### src/htsf_pkg.sv
// Shared types and constants of the HTML tag strip filter.
package htsf_pkg;

   localparam int MaxResults = 3;
   localparam int QueueDepth = 4;
   localparam int CountWidth = 16;
   localparam logic [CountWidth-1:0] CountMax = {CountWidth{1'b1}};

   typedef struct packed {
      logic [1:0]                  cnt;
      logic [MaxResults-1:0][7:0]  bytes;
      logic                        last;
   } bundle_type;

   typedef struct packed {
      logic full;
      logic empty;
   } queue_status_type;

endpackage

### src/htsf_front.sv
// Front end: accepts request bytes, tracks the tag scan and builds output bundles.
module htsf_front (
   input  logic                         clock,
   input  logic                         reset,
   input  logic                         req_valid,
   output logic                         req_ready,
   input  logic [7:0]                   req_in_byte,
   input  logic                         req_is_last,
   input  htsf_pkg::queue_status_type   q_status,
   output logic                         push,
   output htsf_pkg::bundle_type         push_bundle
);

   localparam logic [2:0] ModeNormal  = 3'd0;
   localparam logic [2:0] ModeLt      = 3'd1;
   localparam logic [2:0] ModeLtSlash = 3'd2;
   localparam logic [2:0] ModeInTag   = 3'd3;
   localparam logic [2:0] ModePost    = 3'd4;

   localparam logic [7:0] CharLt    = 8'h3C;
   localparam logic [7:0] CharGt    = 8'h3E;
   localparam logic [7:0] CharSlash = 8'h2F;
   localparam logic [7:0] CharSpace = 8'h20;

   function automatic logic is_tag_letter(input logic [7:0] b);
      return b == 8'h61 || b == 8'h41 || b == 8'h70 || b == 8'h50 ||
             b == 8'h68 || b == 8'h48;
   endfunction

   logic [2:0]       mode_ff, mode_in;
   logic [2:0]       m;
   logic [1:0]       cnt;
   logic [3:0][7:0]  buf_bytes;
   logic             do_plain;
   logic             accept;

   assign req_ready = !q_status.full;
   assign accept    = req_valid && req_ready;

   always_comb begin
      m         = mode_ff;
      cnt       = 2'd0;
      buf_bytes = '0;
      do_plain  = 1'b0;
      unique case (mode_ff)
         ModeLt: begin
            if (is_tag_letter(req_in_byte)) begin
               m = ModeInTag;
            end else if (req_in_byte == CharSlash) begin
               m = ModeLtSlash;
            end else begin
               buf_bytes[cnt] = CharLt;
               cnt = cnt + 2'd1;
               do_plain = 1'b1;
            end
         end
         ModeLtSlash: begin
            if (is_tag_letter(req_in_byte)) begin
               m = ModeInTag;
            end else begin
               buf_bytes[cnt] = CharLt;
               cnt = cnt + 2'd1;
               buf_bytes[cnt] = CharSlash;
               cnt = cnt + 2'd1;
               do_plain = 1'b1;
            end
         end
         ModeInTag: begin
            if (req_in_byte == CharGt) begin
               m = ModePost;
            end
         end
         ModePost: begin
            if (req_in_byte > CharSpace) begin
               do_plain = 1'b1;
            end
         end
         default: begin
            do_plain = 1'b1;
         end
      endcase
      if (do_plain) begin
         if (req_in_byte == CharLt) begin
            m = ModeLt;
         end else begin
            m = ModeNormal;
            buf_bytes[cnt] = req_in_byte;
            cnt = cnt + 2'd1;
         end
      end
      if (req_is_last) begin
         if (m == ModeLt) begin
            buf_bytes[cnt] = CharLt;
            cnt = cnt + 2'd1;
         end else if (m == ModeLtSlash) begin
            buf_bytes[cnt] = CharLt;
            cnt = cnt + 2'd1;
            buf_bytes[cnt] = CharSlash;
            cnt = cnt + 2'd1;
         end
         m = ModeNormal;
      end
   end

   assign mode_in = accept ? m : mode_ff;

   always_ff @(posedge clock) begin
      if (reset) begin
         mode_ff <= ModeNormal;
      end else begin
         mode_ff <= mode_in;
      end
   end

   assign push              = accept && (cnt != 2'd0 || req_is_last);
   assign push_bundle.cnt   = cnt;
   assign push_bundle.bytes = buf_bytes[htsf_pkg::MaxResults-1:0];
   assign push_bundle.last  = req_is_last;

endmodule

### src/htsf_queue.sv
// Small bundle queue between the front end and the back end.
module htsf_queue #(
   parameter int DEPTH = htsf_pkg::QueueDepth
) (
   input  logic                        clock,
   input  logic                        reset,
   input  logic                        push,
   input  htsf_pkg::bundle_type        push_bundle,
   input  logic                        pop,
   output htsf_pkg::bundle_type        head,
   output htsf_pkg::queue_status_type  status
);

   localparam int PtrWidth = (DEPTH > 1) ? $clog2(DEPTH) : 1;
   localparam int CntWidth = $clog2(DEPTH + 1);
   localparam logic [PtrWidth-1:0] PtrLast = PtrWidth'(DEPTH - 1);
   localparam logic [CntWidth-1:0] CntFull = CntWidth'(DEPTH);

   htsf_pkg::bundle_type  mem_ff [DEPTH];
   logic [PtrWidth-1:0]   wr_ptr_ff, wr_ptr_in;
   logic [PtrWidth-1:0]   rd_ptr_ff, rd_ptr_in;
   logic [CntWidth-1:0]   count_ff, count_in;
   logic                  do_push, do_pop;

   assign status.full  = count_ff == CntFull;
   assign status.empty = count_ff == '0;
   assign do_push      = push && !status.full;
   assign do_pop       = pop && !status.empty;
   assign head         = mem_ff[rd_ptr_ff];

   always_comb begin
      wr_ptr_in = wr_ptr_ff;
      rd_ptr_in = rd_ptr_ff;
      count_in  = count_ff;
      if (do_push) begin
         wr_ptr_in = (wr_ptr_ff == PtrLast) ? '0 : wr_ptr_ff + PtrWidth'(1);
      end
      if (do_pop) begin
         rd_ptr_in = (rd_ptr_ff == PtrLast) ? '0 : rd_ptr_ff + PtrWidth'(1);
      end
      if (do_push && !do_pop) begin
         count_in = count_ff + CntWidth'(1);
      end else if (do_pop && !do_push) begin
         count_in = count_ff - CntWidth'(1);
      end
   end

   always_ff @(posedge clock) begin
      if (do_push) begin
         mem_ff[wr_ptr_ff] <= push_bundle;
      end
   end

   always_ff @(posedge clock) begin
      if (reset) begin
         wr_ptr_ff <= '0;
         rd_ptr_ff <= '0;
         count_ff  <= '0;
      end else begin
         wr_ptr_ff <= wr_ptr_in;
         rd_ptr_ff <= rd_ptr_in;
         count_ff  <= count_in;
      end
   end

endmodule

### src/htsf_back.sv
// Back end: unpacks bundles into single responses and keeps the byte count.
module htsf_back (
   input  logic                                 clock,
   input  logic                                 reset,
   input  htsf_pkg::bundle_type                 head,
   input  htsf_pkg::queue_status_type           q_status,
   output logic                                 pop,
   output logic                                 rsp_valid,
   input  logic                                 rsp_ready,
   output logic [7:0]                           rsp_out_byte,
   output logic                                 rsp_byte_valid,
   output logic                                 rsp_run_last,
   output logic                                 rsp_text_end,
   output logic [htsf_pkg::CountWidth-1:0]      rsp_kept_count
);

   logic                               valid_ff, valid_in;
   logic [7:0]                         byte_ff;
   logic                               bvalid_ff, run_last_ff, text_end_ff;
   logic [htsf_pkg::CountWidth-1:0]    count_ff;
   logic [htsf_pkg::CountWidth-1:0]    total_ff, total_in;
   logic [1:0]                         idx_ff, idx_in;
   logic [1:0]                         n_eff;
   logic                               load, is_end, has_byte;
   logic [htsf_pkg::CountWidth-1:0]    new_total;
   logic [7:0]                         sel_byte;

   assign load     = !q_status.empty && (!valid_ff || rsp_ready);
   assign has_byte = head.cnt != 2'd0;
   assign n_eff    = has_byte ? head.cnt : 2'd1;
   assign is_end   = idx_ff == n_eff - 2'd1;
   assign pop      = load && is_end;

   always_comb begin
      case (idx_ff)
         2'd0:    sel_byte = head.bytes[0];
         2'd1:    sel_byte = head.bytes[1];
         default: sel_byte = head.bytes[2];
      endcase
      if (!has_byte) begin
         sel_byte = 8'h00;
      end
   end

   assign new_total = (has_byte && total_ff != htsf_pkg::CountMax) ?
                      total_ff + htsf_pkg::CountWidth'(1) : total_ff;

   always_comb begin
      valid_in = valid_ff;
      total_in = total_ff;
      idx_in   = idx_ff;
      if (load) begin
         valid_in = 1'b1;
         total_in = (head.last && is_end) ? '0 : new_total;
         idx_in   = is_end ? 2'd0 : idx_ff + 2'd1;
      end else if (rsp_ready) begin
         valid_in = 1'b0;
      end
   end

   always_ff @(posedge clock) begin
      if (reset) begin
         valid_ff <= 1'b0;
         total_ff <= '0;
         idx_ff   <= 2'd0;
      end else begin
         valid_ff <= valid_in;
         total_ff <= total_in;
         idx_ff   <= idx_in;
      end
   end

   always_ff @(posedge clock) begin
      if (load) begin
         byte_ff     <= sel_byte;
         bvalid_ff   <= has_byte;
         run_last_ff <= is_end;
         text_end_ff <= is_end && head.last;
         count_ff    <= new_total;
      end
   end

   assign rsp_valid      = valid_ff;
   assign rsp_out_byte   = byte_ff;
   assign rsp_byte_valid = bvalid_ff;
   assign rsp_run_last   = run_last_ff;
   assign rsp_text_end   = text_end_ff;
   assign rsp_kept_count = count_ff;

endmodule

### src/html_tag_strip_filter.sv
// Top level of the HTML tag strip filter.
// The block strips opening tags that start with a, p or h and closing tags
// that start with /a, /p or /h, in either case, from a byte stream, along with
// any bytes at or below space that follow the closing bracket.
// The request channel takes one text byte per cycle with a flag that marks the
// last byte of a region; the response channel returns kept bytes one per cycle
// while the receiver is ready, with the running kept count, a flag on the last
// response of each request and a flag on the final response of the region.
// A region whose last byte keeps nothing ends with one marker response.
// A request causes zero to three responses; the first passes the bundle
// queue and then the response register. Requests are taken every cycle
// while the queue between the scanner and the response unpacker has room.
// Responses leave at one per cycle while the receiver is ready; a request that
// expands into three responses holds the unpacker until all three are sent.
// When the receiver stalls, the response register holds its value and the
// queue fills; once the queue is full, request ready drops.
// A synchronous reset empties the queue, returns the scanner to normal text
// and clears the kept count.
module html_tag_strip_filter #(
   parameter int QUEUE_DEPTH = htsf_pkg::QueueDepth
) (
   input  logic                             clock,
   input  logic                             reset,
   input  logic                             req_valid,
   output logic                             req_ready,
   input  logic [7:0]                       req_in_byte,
   input  logic                             req_is_last,
   output logic                             rsp_valid,
   input  logic                             rsp_ready,
   output logic [7:0]                       rsp_out_byte,
   output logic                             rsp_byte_valid,
   output logic                             rsp_run_last,
   output logic                             rsp_text_end,
   output logic [htsf_pkg::CountWidth-1:0]  rsp_kept_count
);

   htsf_pkg::queue_status_type  q_status;
   htsf_pkg::bundle_type        push_bundle;
   htsf_pkg::bundle_type        head;
   logic                        push, pop;

   htsf_front u_front (
      .clock       (clock),
      .reset       (reset),
      .req_valid   (req_valid),
      .req_ready   (req_ready),
      .req_in_byte (req_in_byte),
      .req_is_last (req_is_last),
      .q_status    (q_status),
      .push        (push),
      .push_bundle (push_bundle)
   );

   htsf_queue #(
      .DEPTH (QUEUE_DEPTH)
   ) u_queue (
      .clock       (clock),
      .reset       (reset),
      .push        (push),
      .push_bundle (push_bundle),
      .pop         (pop),
      .head        (head),
      .status      (q_status)
   );

   htsf_back u_back (
      .clock          (clock),
      .reset          (reset),
      .head           (head),
      .q_status       (q_status),
      .pop            (pop),
      .rsp_valid      (rsp_valid),
      .rsp_ready      (rsp_ready),
      .rsp_out_byte   (rsp_out_byte),
      .rsp_byte_valid (rsp_byte_valid),
      .rsp_run_last   (rsp_run_last),
      .rsp_text_end   (rsp_text_end),
      .rsp_kept_count (rsp_kept_count)
   );

   a_marker_is_final: assert property (@(posedge clock) disable iff (reset)
      rsp_valid && !rsp_byte_valid |-> rsp_run_last && rsp_text_end)
      else $error("marker response is not the final response of its region");

   a_end_is_run_last: assert property (@(posedge clock) disable iff (reset)
      rsp_valid && rsp_text_end |-> rsp_run_last)
      else $error("region end without end of request");

   a_kept_nonzero: assert property (@(posedge clock) disable iff (reset)
      rsp_valid && rsp_byte_valid |-> rsp_kept_count != '0)
      else $error("kept byte reported with zero count");

   a_queue_sane: assert property (@(posedge clock) disable iff (reset)
      !(q_status.full && q_status.empty))
      else $error("queue reports full and empty at once");

endmodule

### config.mk
export PLATFORM = sky130hd
export DESIGN_NAME = html_tag_strip_filter
export DESIGN_NICKNAME = d
export VERILOG_FILES = /design/src/htsf_pkg.sv /design/src/htsf_front.sv /design/src/htsf_queue.sv /design/src/htsf_back.sv /design/src/html_tag_strip_filter.sv
export SDC_FILE = /design/constraint.sdc
export NUM_CORES = 1
export LEC_CHECK = 0
export ABC_AREA = 1
export BUFFER_PORTS_ARGS = -buffer_cell sky130_fd_sc_hd__buf_2
export CORE_ASPECT_RATIO = 2
export CORE_MARGIN = 2
export CORE_UTILIZATION = 45
export CTS_CLUSTER_DIAMETER = 40
export DETAILED_ROUTE_END_ITERATION = 10
export PLACE_DENSITY = 0.7
export SLEW_MARGIN = 20
export SYNTH_ARGS = -nofsm -noshare
export SYNTH_HDL_FRONTEND = slang
export SYNTH_HIERARCHICAL = 1
export SYNTH_SLANG_ARGS = --single-unit
### constraint.sdc
create_clock -name clock -period 5.2 [get_ports clock]
set_input_delay 0.26 -clock clock [delete_from_list [all_inputs] [get_ports clock]]
set_output_delay 0.26 -clock clock [all_outputs]
set_load 0.005 [all_outputs]
Yosys cells after proc, flatten, opt, wreduce, memory -nomap -nowiden
Memory sizes are Yosys's and may differ from the RTL's. A register that Yosys moved wholly into a read port is not among the register bits.
Cells that the tools add are included.
{"block": "totals", "register_bits": 56, "memories": 1, "mem_bits_rw": 108, "out_inout_bits": 29, "input_bits": 13}
{"name": "u_queue.mem_ff", "words": 4, "word_bits": 27, "read_ports": 1, "rd_ports_with_merged_regs": 1, "write_ports": 1, "line": "htsf_queue.sv:19", "text": "htsf_pkg::bundle_type mem_ff [DEPTH];"}
{"block": "op_classes", "n_bitwise": 6, "reduce_logical": 31, "n_eq_ne": 21, "magnitude_cmp": 7, "mux": 54, "add_sub_neg": 10}
{"op": "$mux W24", "n": 5}
{"op": "$demux W8 S2", "n": 3}
{"op": "$eq A8 B7 Y1 const B", "n": 6}
{"op": "$bwmux W32", "n": 1}
{"op": "$mux W16", "n": 2}
{"op": "$mux W8", "n": 4}
{"op": "$pmux W8 S2", "n": 2}
{"op": "$mux W2", "n": 13}
{"op": "$eq A8 B6 Y1 const B", "n": 3}
{"op": "$mux W3", "n": 8}
{"op": "$add A16 B1 Y16 const B", "n": 1}
{"op": "$ne A16 B16 Y1 const B", "n": 1}
{"op": "$or A15 B15 Y15", "n": 1}
{"op": "$mux W14", "n": 1}
{"op": "$logic_and A1 B1 Y1", "n": 13}
{"op": "$add A2 B1 Y2 const B", "n": 6}
{"op": "$and A12 B12 Y12", "n": 1}
{"op": "$mux W6", "n": 2}
{"op": "$not A12 Y12", "n": 1}
{"op": "$or A12 B12 Y12", "n": 1}
{"op": "$mux W1", "n": 10}
{"op": "$and A9 B9 Y9", "n": 1}
{"op": "$eq A3 B2 Y1 const B", "n": 3}
{"op": "$lt A2 B3 Y1 const B", "n": 3}
{"op": "other kinds (19)", "n": 37}

Longest topological paths before layout
{"block": "logic_depth", "ltp_word": 24, "mapped_depth": 24}

Cells and area by module
Netlist, hierarchy kept.
{"mod": "htsf_queue", "area_each_um2": 4556.9, "cells_per_inst": 332, "n_inst": 1}
{"mod": "htsf_back", "area_each_um2": 2439.8, "cells_per_inst": 304, "n_inst": 1}
{"mod": "htsf_front", "area_each_um2": 1103.6, "cells_per_inst": 203, "n_inst": 1}

Worst setup path before layout
No wires, ideal clock.
{"block": "synth_timing", "kind": "reg-to-reg", "startpoint": "reg u_queue.count_ff[0]", "endpoint": "reg u_queue.count_ff[1]", "setup_slack_ps": 1467, "arrival_time_ps": 3617, "period_less_slack_ps": 3733, "stages_incl_launch_ff": 14, "path_cell_list": "dfxtp_1 nor2_1 nand2_1 inv_1 a21oi_1 inv_1 buf_6 nor2_1 nand2_1 ha_1 inv_1 fa_1 o21ai_0 nor2_1"}
{"item": "from (decl)", "line": "htsf_queue.sv:22", "text": "logic [CntWidth-1:0] count_ff, count_in;"}
{"item": "from (signal assigned)", "line": "htsf_queue.sv:62", "text": "count_ff <= count_in;"}

==> results.cfg <==
[run_status]
status = completed

[setup_path]
cpPeakStageDelay_ns = 1.02
path_class = reg -> reg
critPathLaunchType = register
end_kind = register
cp.depth = 14
r2r_cells = 14
worst-path-buf-inv = 2
reg2reg_slack_ns = 1.80
crit_fanout = 54
cp_top_family = flip-flops
cp.required_ns = 5.52
crit_path_frequent_cell = nand2_1
crit_slowest_cell = dfxtp_1
cp.arrival_ns = 3.72
path_cells = inv_8 > o21ai_1 > o22ai_1 > nor2_1 > nand2_1 > nand2_1 > nand2_1 > nor2_1 > nand2_1 > ha_1 > inv_1 > fa_1 > o21ai_0 > nor2_1

[clocking]
post_cts_buffers = 0
ctsResizeCount = 0
cts_hold_buffers = 0
cts_buffers = 17
cts-root-buf = clkbuf_16
clk_pin_slew_ns = 0.06
clock_path_buffers = 2
cts_sinks = 166
insertion_delay_ns = 0.43
tritoncts = done
ctsHtreeMaxLevel = 4

[floorplan]
die_area_um2 = 19200
rows = 69
die_x_um = 98.9
die_y_um = 194
initial_core_util_pct = 45.8
boundaryPins = 42
coreArea_um2 = 17700

[synthesis]
synthTopCellsByArea = edfxtp_1 50%, nand2_1 8.5%, dfxtp_1 7.7%, nor2_1 4.8%, inv_1 3.9%
synth.distinct_cells = 42
synth_xor_area_share_pct = 0.541
synth_top_family_by_area = simple AND/OR/NAND/NOR gates
synth_seq_cells = 166
synth_top_cell_by_area = edfxtp_1
yosys.area_share.simple_pct = 22.9
syn_area_per_cell_um2 = 9.65
synth_nets = 869
synthMuxAreaShare_pct = 0
synth_compound_gate_area_share_pct = 8.84
ys.warnings.count = 6
ys_seq_area_share_pct = 57.7
synth_cells = 839
netlist.area_leader.share_pct = 50.0
syn_area_um2 = 8100
synth_fa_ha_area_share_pct = 2.72

[min_path]
min_path_type = in -> reg
min_path_cells = 4

[final_layout]
seq_area_um2 = 4670
fin_nets = 910
multi_input_area_um2 = 2860
finalNonFillerCells = 1106
fillers = 1600
syn_to_final_growth_pct = 10.9
diodes = 0
drive_above_1_share_pct = 15.7

[detailed_routing]
drt_iter0_markers = 494
ant_nets = 0
vias = 5915
wl_um = 17600
avgViaCountPerCell = 5.35
wl_per_cell_um = 15.9
drc = 0
dr.pass1.iters = 5

[sta]
rsz0062_at_grt = no
tightest_slew_ns = 1.06
timing.fmax_mhz = 294
setup_violations = 0
worst_slack_ns = 1.80
skew_ns = 0.0110
period_share_pct = 65.4
hold_slack_ns = 0.125
finalHoldViolCount = 0
slew_violations = 0
tns_ns = 0
finalCriticalPeriod_ns = 3.40
slew_headroom_pct = 29.1

[run]
maxCapViolations = 0

[power]
power.leakage_nw = 3.60
vdd_drop_max_mv = 0.226
power_density_nw_per_um2 = 503

[placed_design]
place.gp.congestion = 0.827
pre_cts_slack_ns = 1.80
io_buffers = 41
dp_cells = 1074
dp_hpwl_um = 12100

[grt]
grt_overflow = 0
grt_pass1_wl_um = 27800
grt_pass1_vias = 5769
antenna_found_initial = 0
grt_start_max_net_pins = 55
grtUsageTotal_pct = 18.6
tightest hold or removal path: stages:
cell and delay (ns):
buf_2 0.07, inv_1 0.06, nand2_1 0.06, a21oi_1 0.05
metrics by stage:
step | utilization [%] | instance area [um2] | total power [W]
finish | 50.8 | 8980 | 0.00452
global route | 50.8 | 8980 | 0.00479
CTS | 50.8 | 8980 | 0.00454
detailed placement | 47.6 | 8430 | 0.00337
global placement | 47.6 | 8430 | 0.00333
floorplan | - | 8100 | 0.00298
cell usage after synthesis, drive strengths merged:
cell type	number
a21boi	2
a21oi	28
a31oi	8
and2	11
buf	23
clkbuf	4
clkinv	1
dfxtp	31
edfxtp	135
fa	1
ha	16
inv	92
nand2	198
nand3	58
nand3b	4
nand4	10
nor2	118
nor3	3
o211ai	1
o21ai	62
o21bai	1
o22ai	27
xnor2	1
xor2	4
flip-flops by register name, indices dropped and copies added (netlist names), named ones only:
name and flops:
u_back/rsp_text_end 1, u_back/rsp_valid 1, u_back/rsp_out_byte 8, u_back/rsp_kept_count 16
u_queue/mem_ff 108, u_back/rsp_run_last 1, u_back/total_ff 16, u_back/idx_ff 2
u_queue/rd_ptr_ff 2, u_queue/wr_ptr_ff 2, u_queue/count_ff 3, u_back/rsp_byte_valid 1
u_front/mode_ff 3
cells in the final DEF (no fill, tap or decap), drive strengths merged, types with 3 or more instances in the layout:
cell type,synthesis,layout
clkinvlp,0,6
inv,92,96
edfxtp,135,135
a31oi,8,8
ha,16,16
nand3b,4,4
nor2,118,118
nor3,3,3
o22ai,27,27
clkbuf,4,19
a21oi,28,28
o21ai,62,62
and2,11,11
buf,23,49
xor2,4,4
dfxtp,31,31
nand3,58,58
nand4,10,10
nand2,198,198
clkinv,1,3
report_power, final:
part | internal [W] | total (W) | switching [W]
registers | 0.00178 | 0.00189 | 0.000119
logic | 0.000461 | 0.00144 | 0.000977
clock network | 0.000664 | 0.00118 | 0.000520
total | 0.00290 | 0.00452 | 0.00162
layout make-up:
class / count / share of cell area [%]
flip-flops and latches: 166 / 52.0
multi-input cells: 553 / 31.8
clock buffers: 19 / 4.82
inverters: 93 / 4.03
well taps: 213 / 2.97
repair buffers: 49 / 2.95
clock inverters: 13 / 1.38
routing by layer:
| metal | global-route usage, % | vias up | wire (um) |
|---|---|---|---|
| met5 | 0 | - | 0 |
| met4 | 8.02 | 0 | 427 |
| met3 | 3.10 | 29 | 646 |
| met2 | 36.2 | 161 | 10100 |
| met1 | 18.8 | 2818 | 6400 |
| li1 | - | 2907 | - |
kinds of logic (layout without fill, tap and decap cells):
group	Yosys count	after routing
adder cells (fa/ha/maj)	17	17
flip-flops	166	166
AO/OA/AOI/OAI	129	129
AND/OR/NAND/NOR	402	402
buffers and inverters	120	174
XOR/XNOR	5	5
final timing paths:
| path | start | end |
|---|---|---|
| setup reg to reg | register | u_queue/count_ff[1] |
| hold / removal | rsp_ready | u_back/rsp_valid |
| setup / recovery | register | u_queue/count_ff[1] |
| hold reg to reg | u_front/mode_ff[2] | u_front/mode_ff[2] |
(Power assumes the default switching activity.)
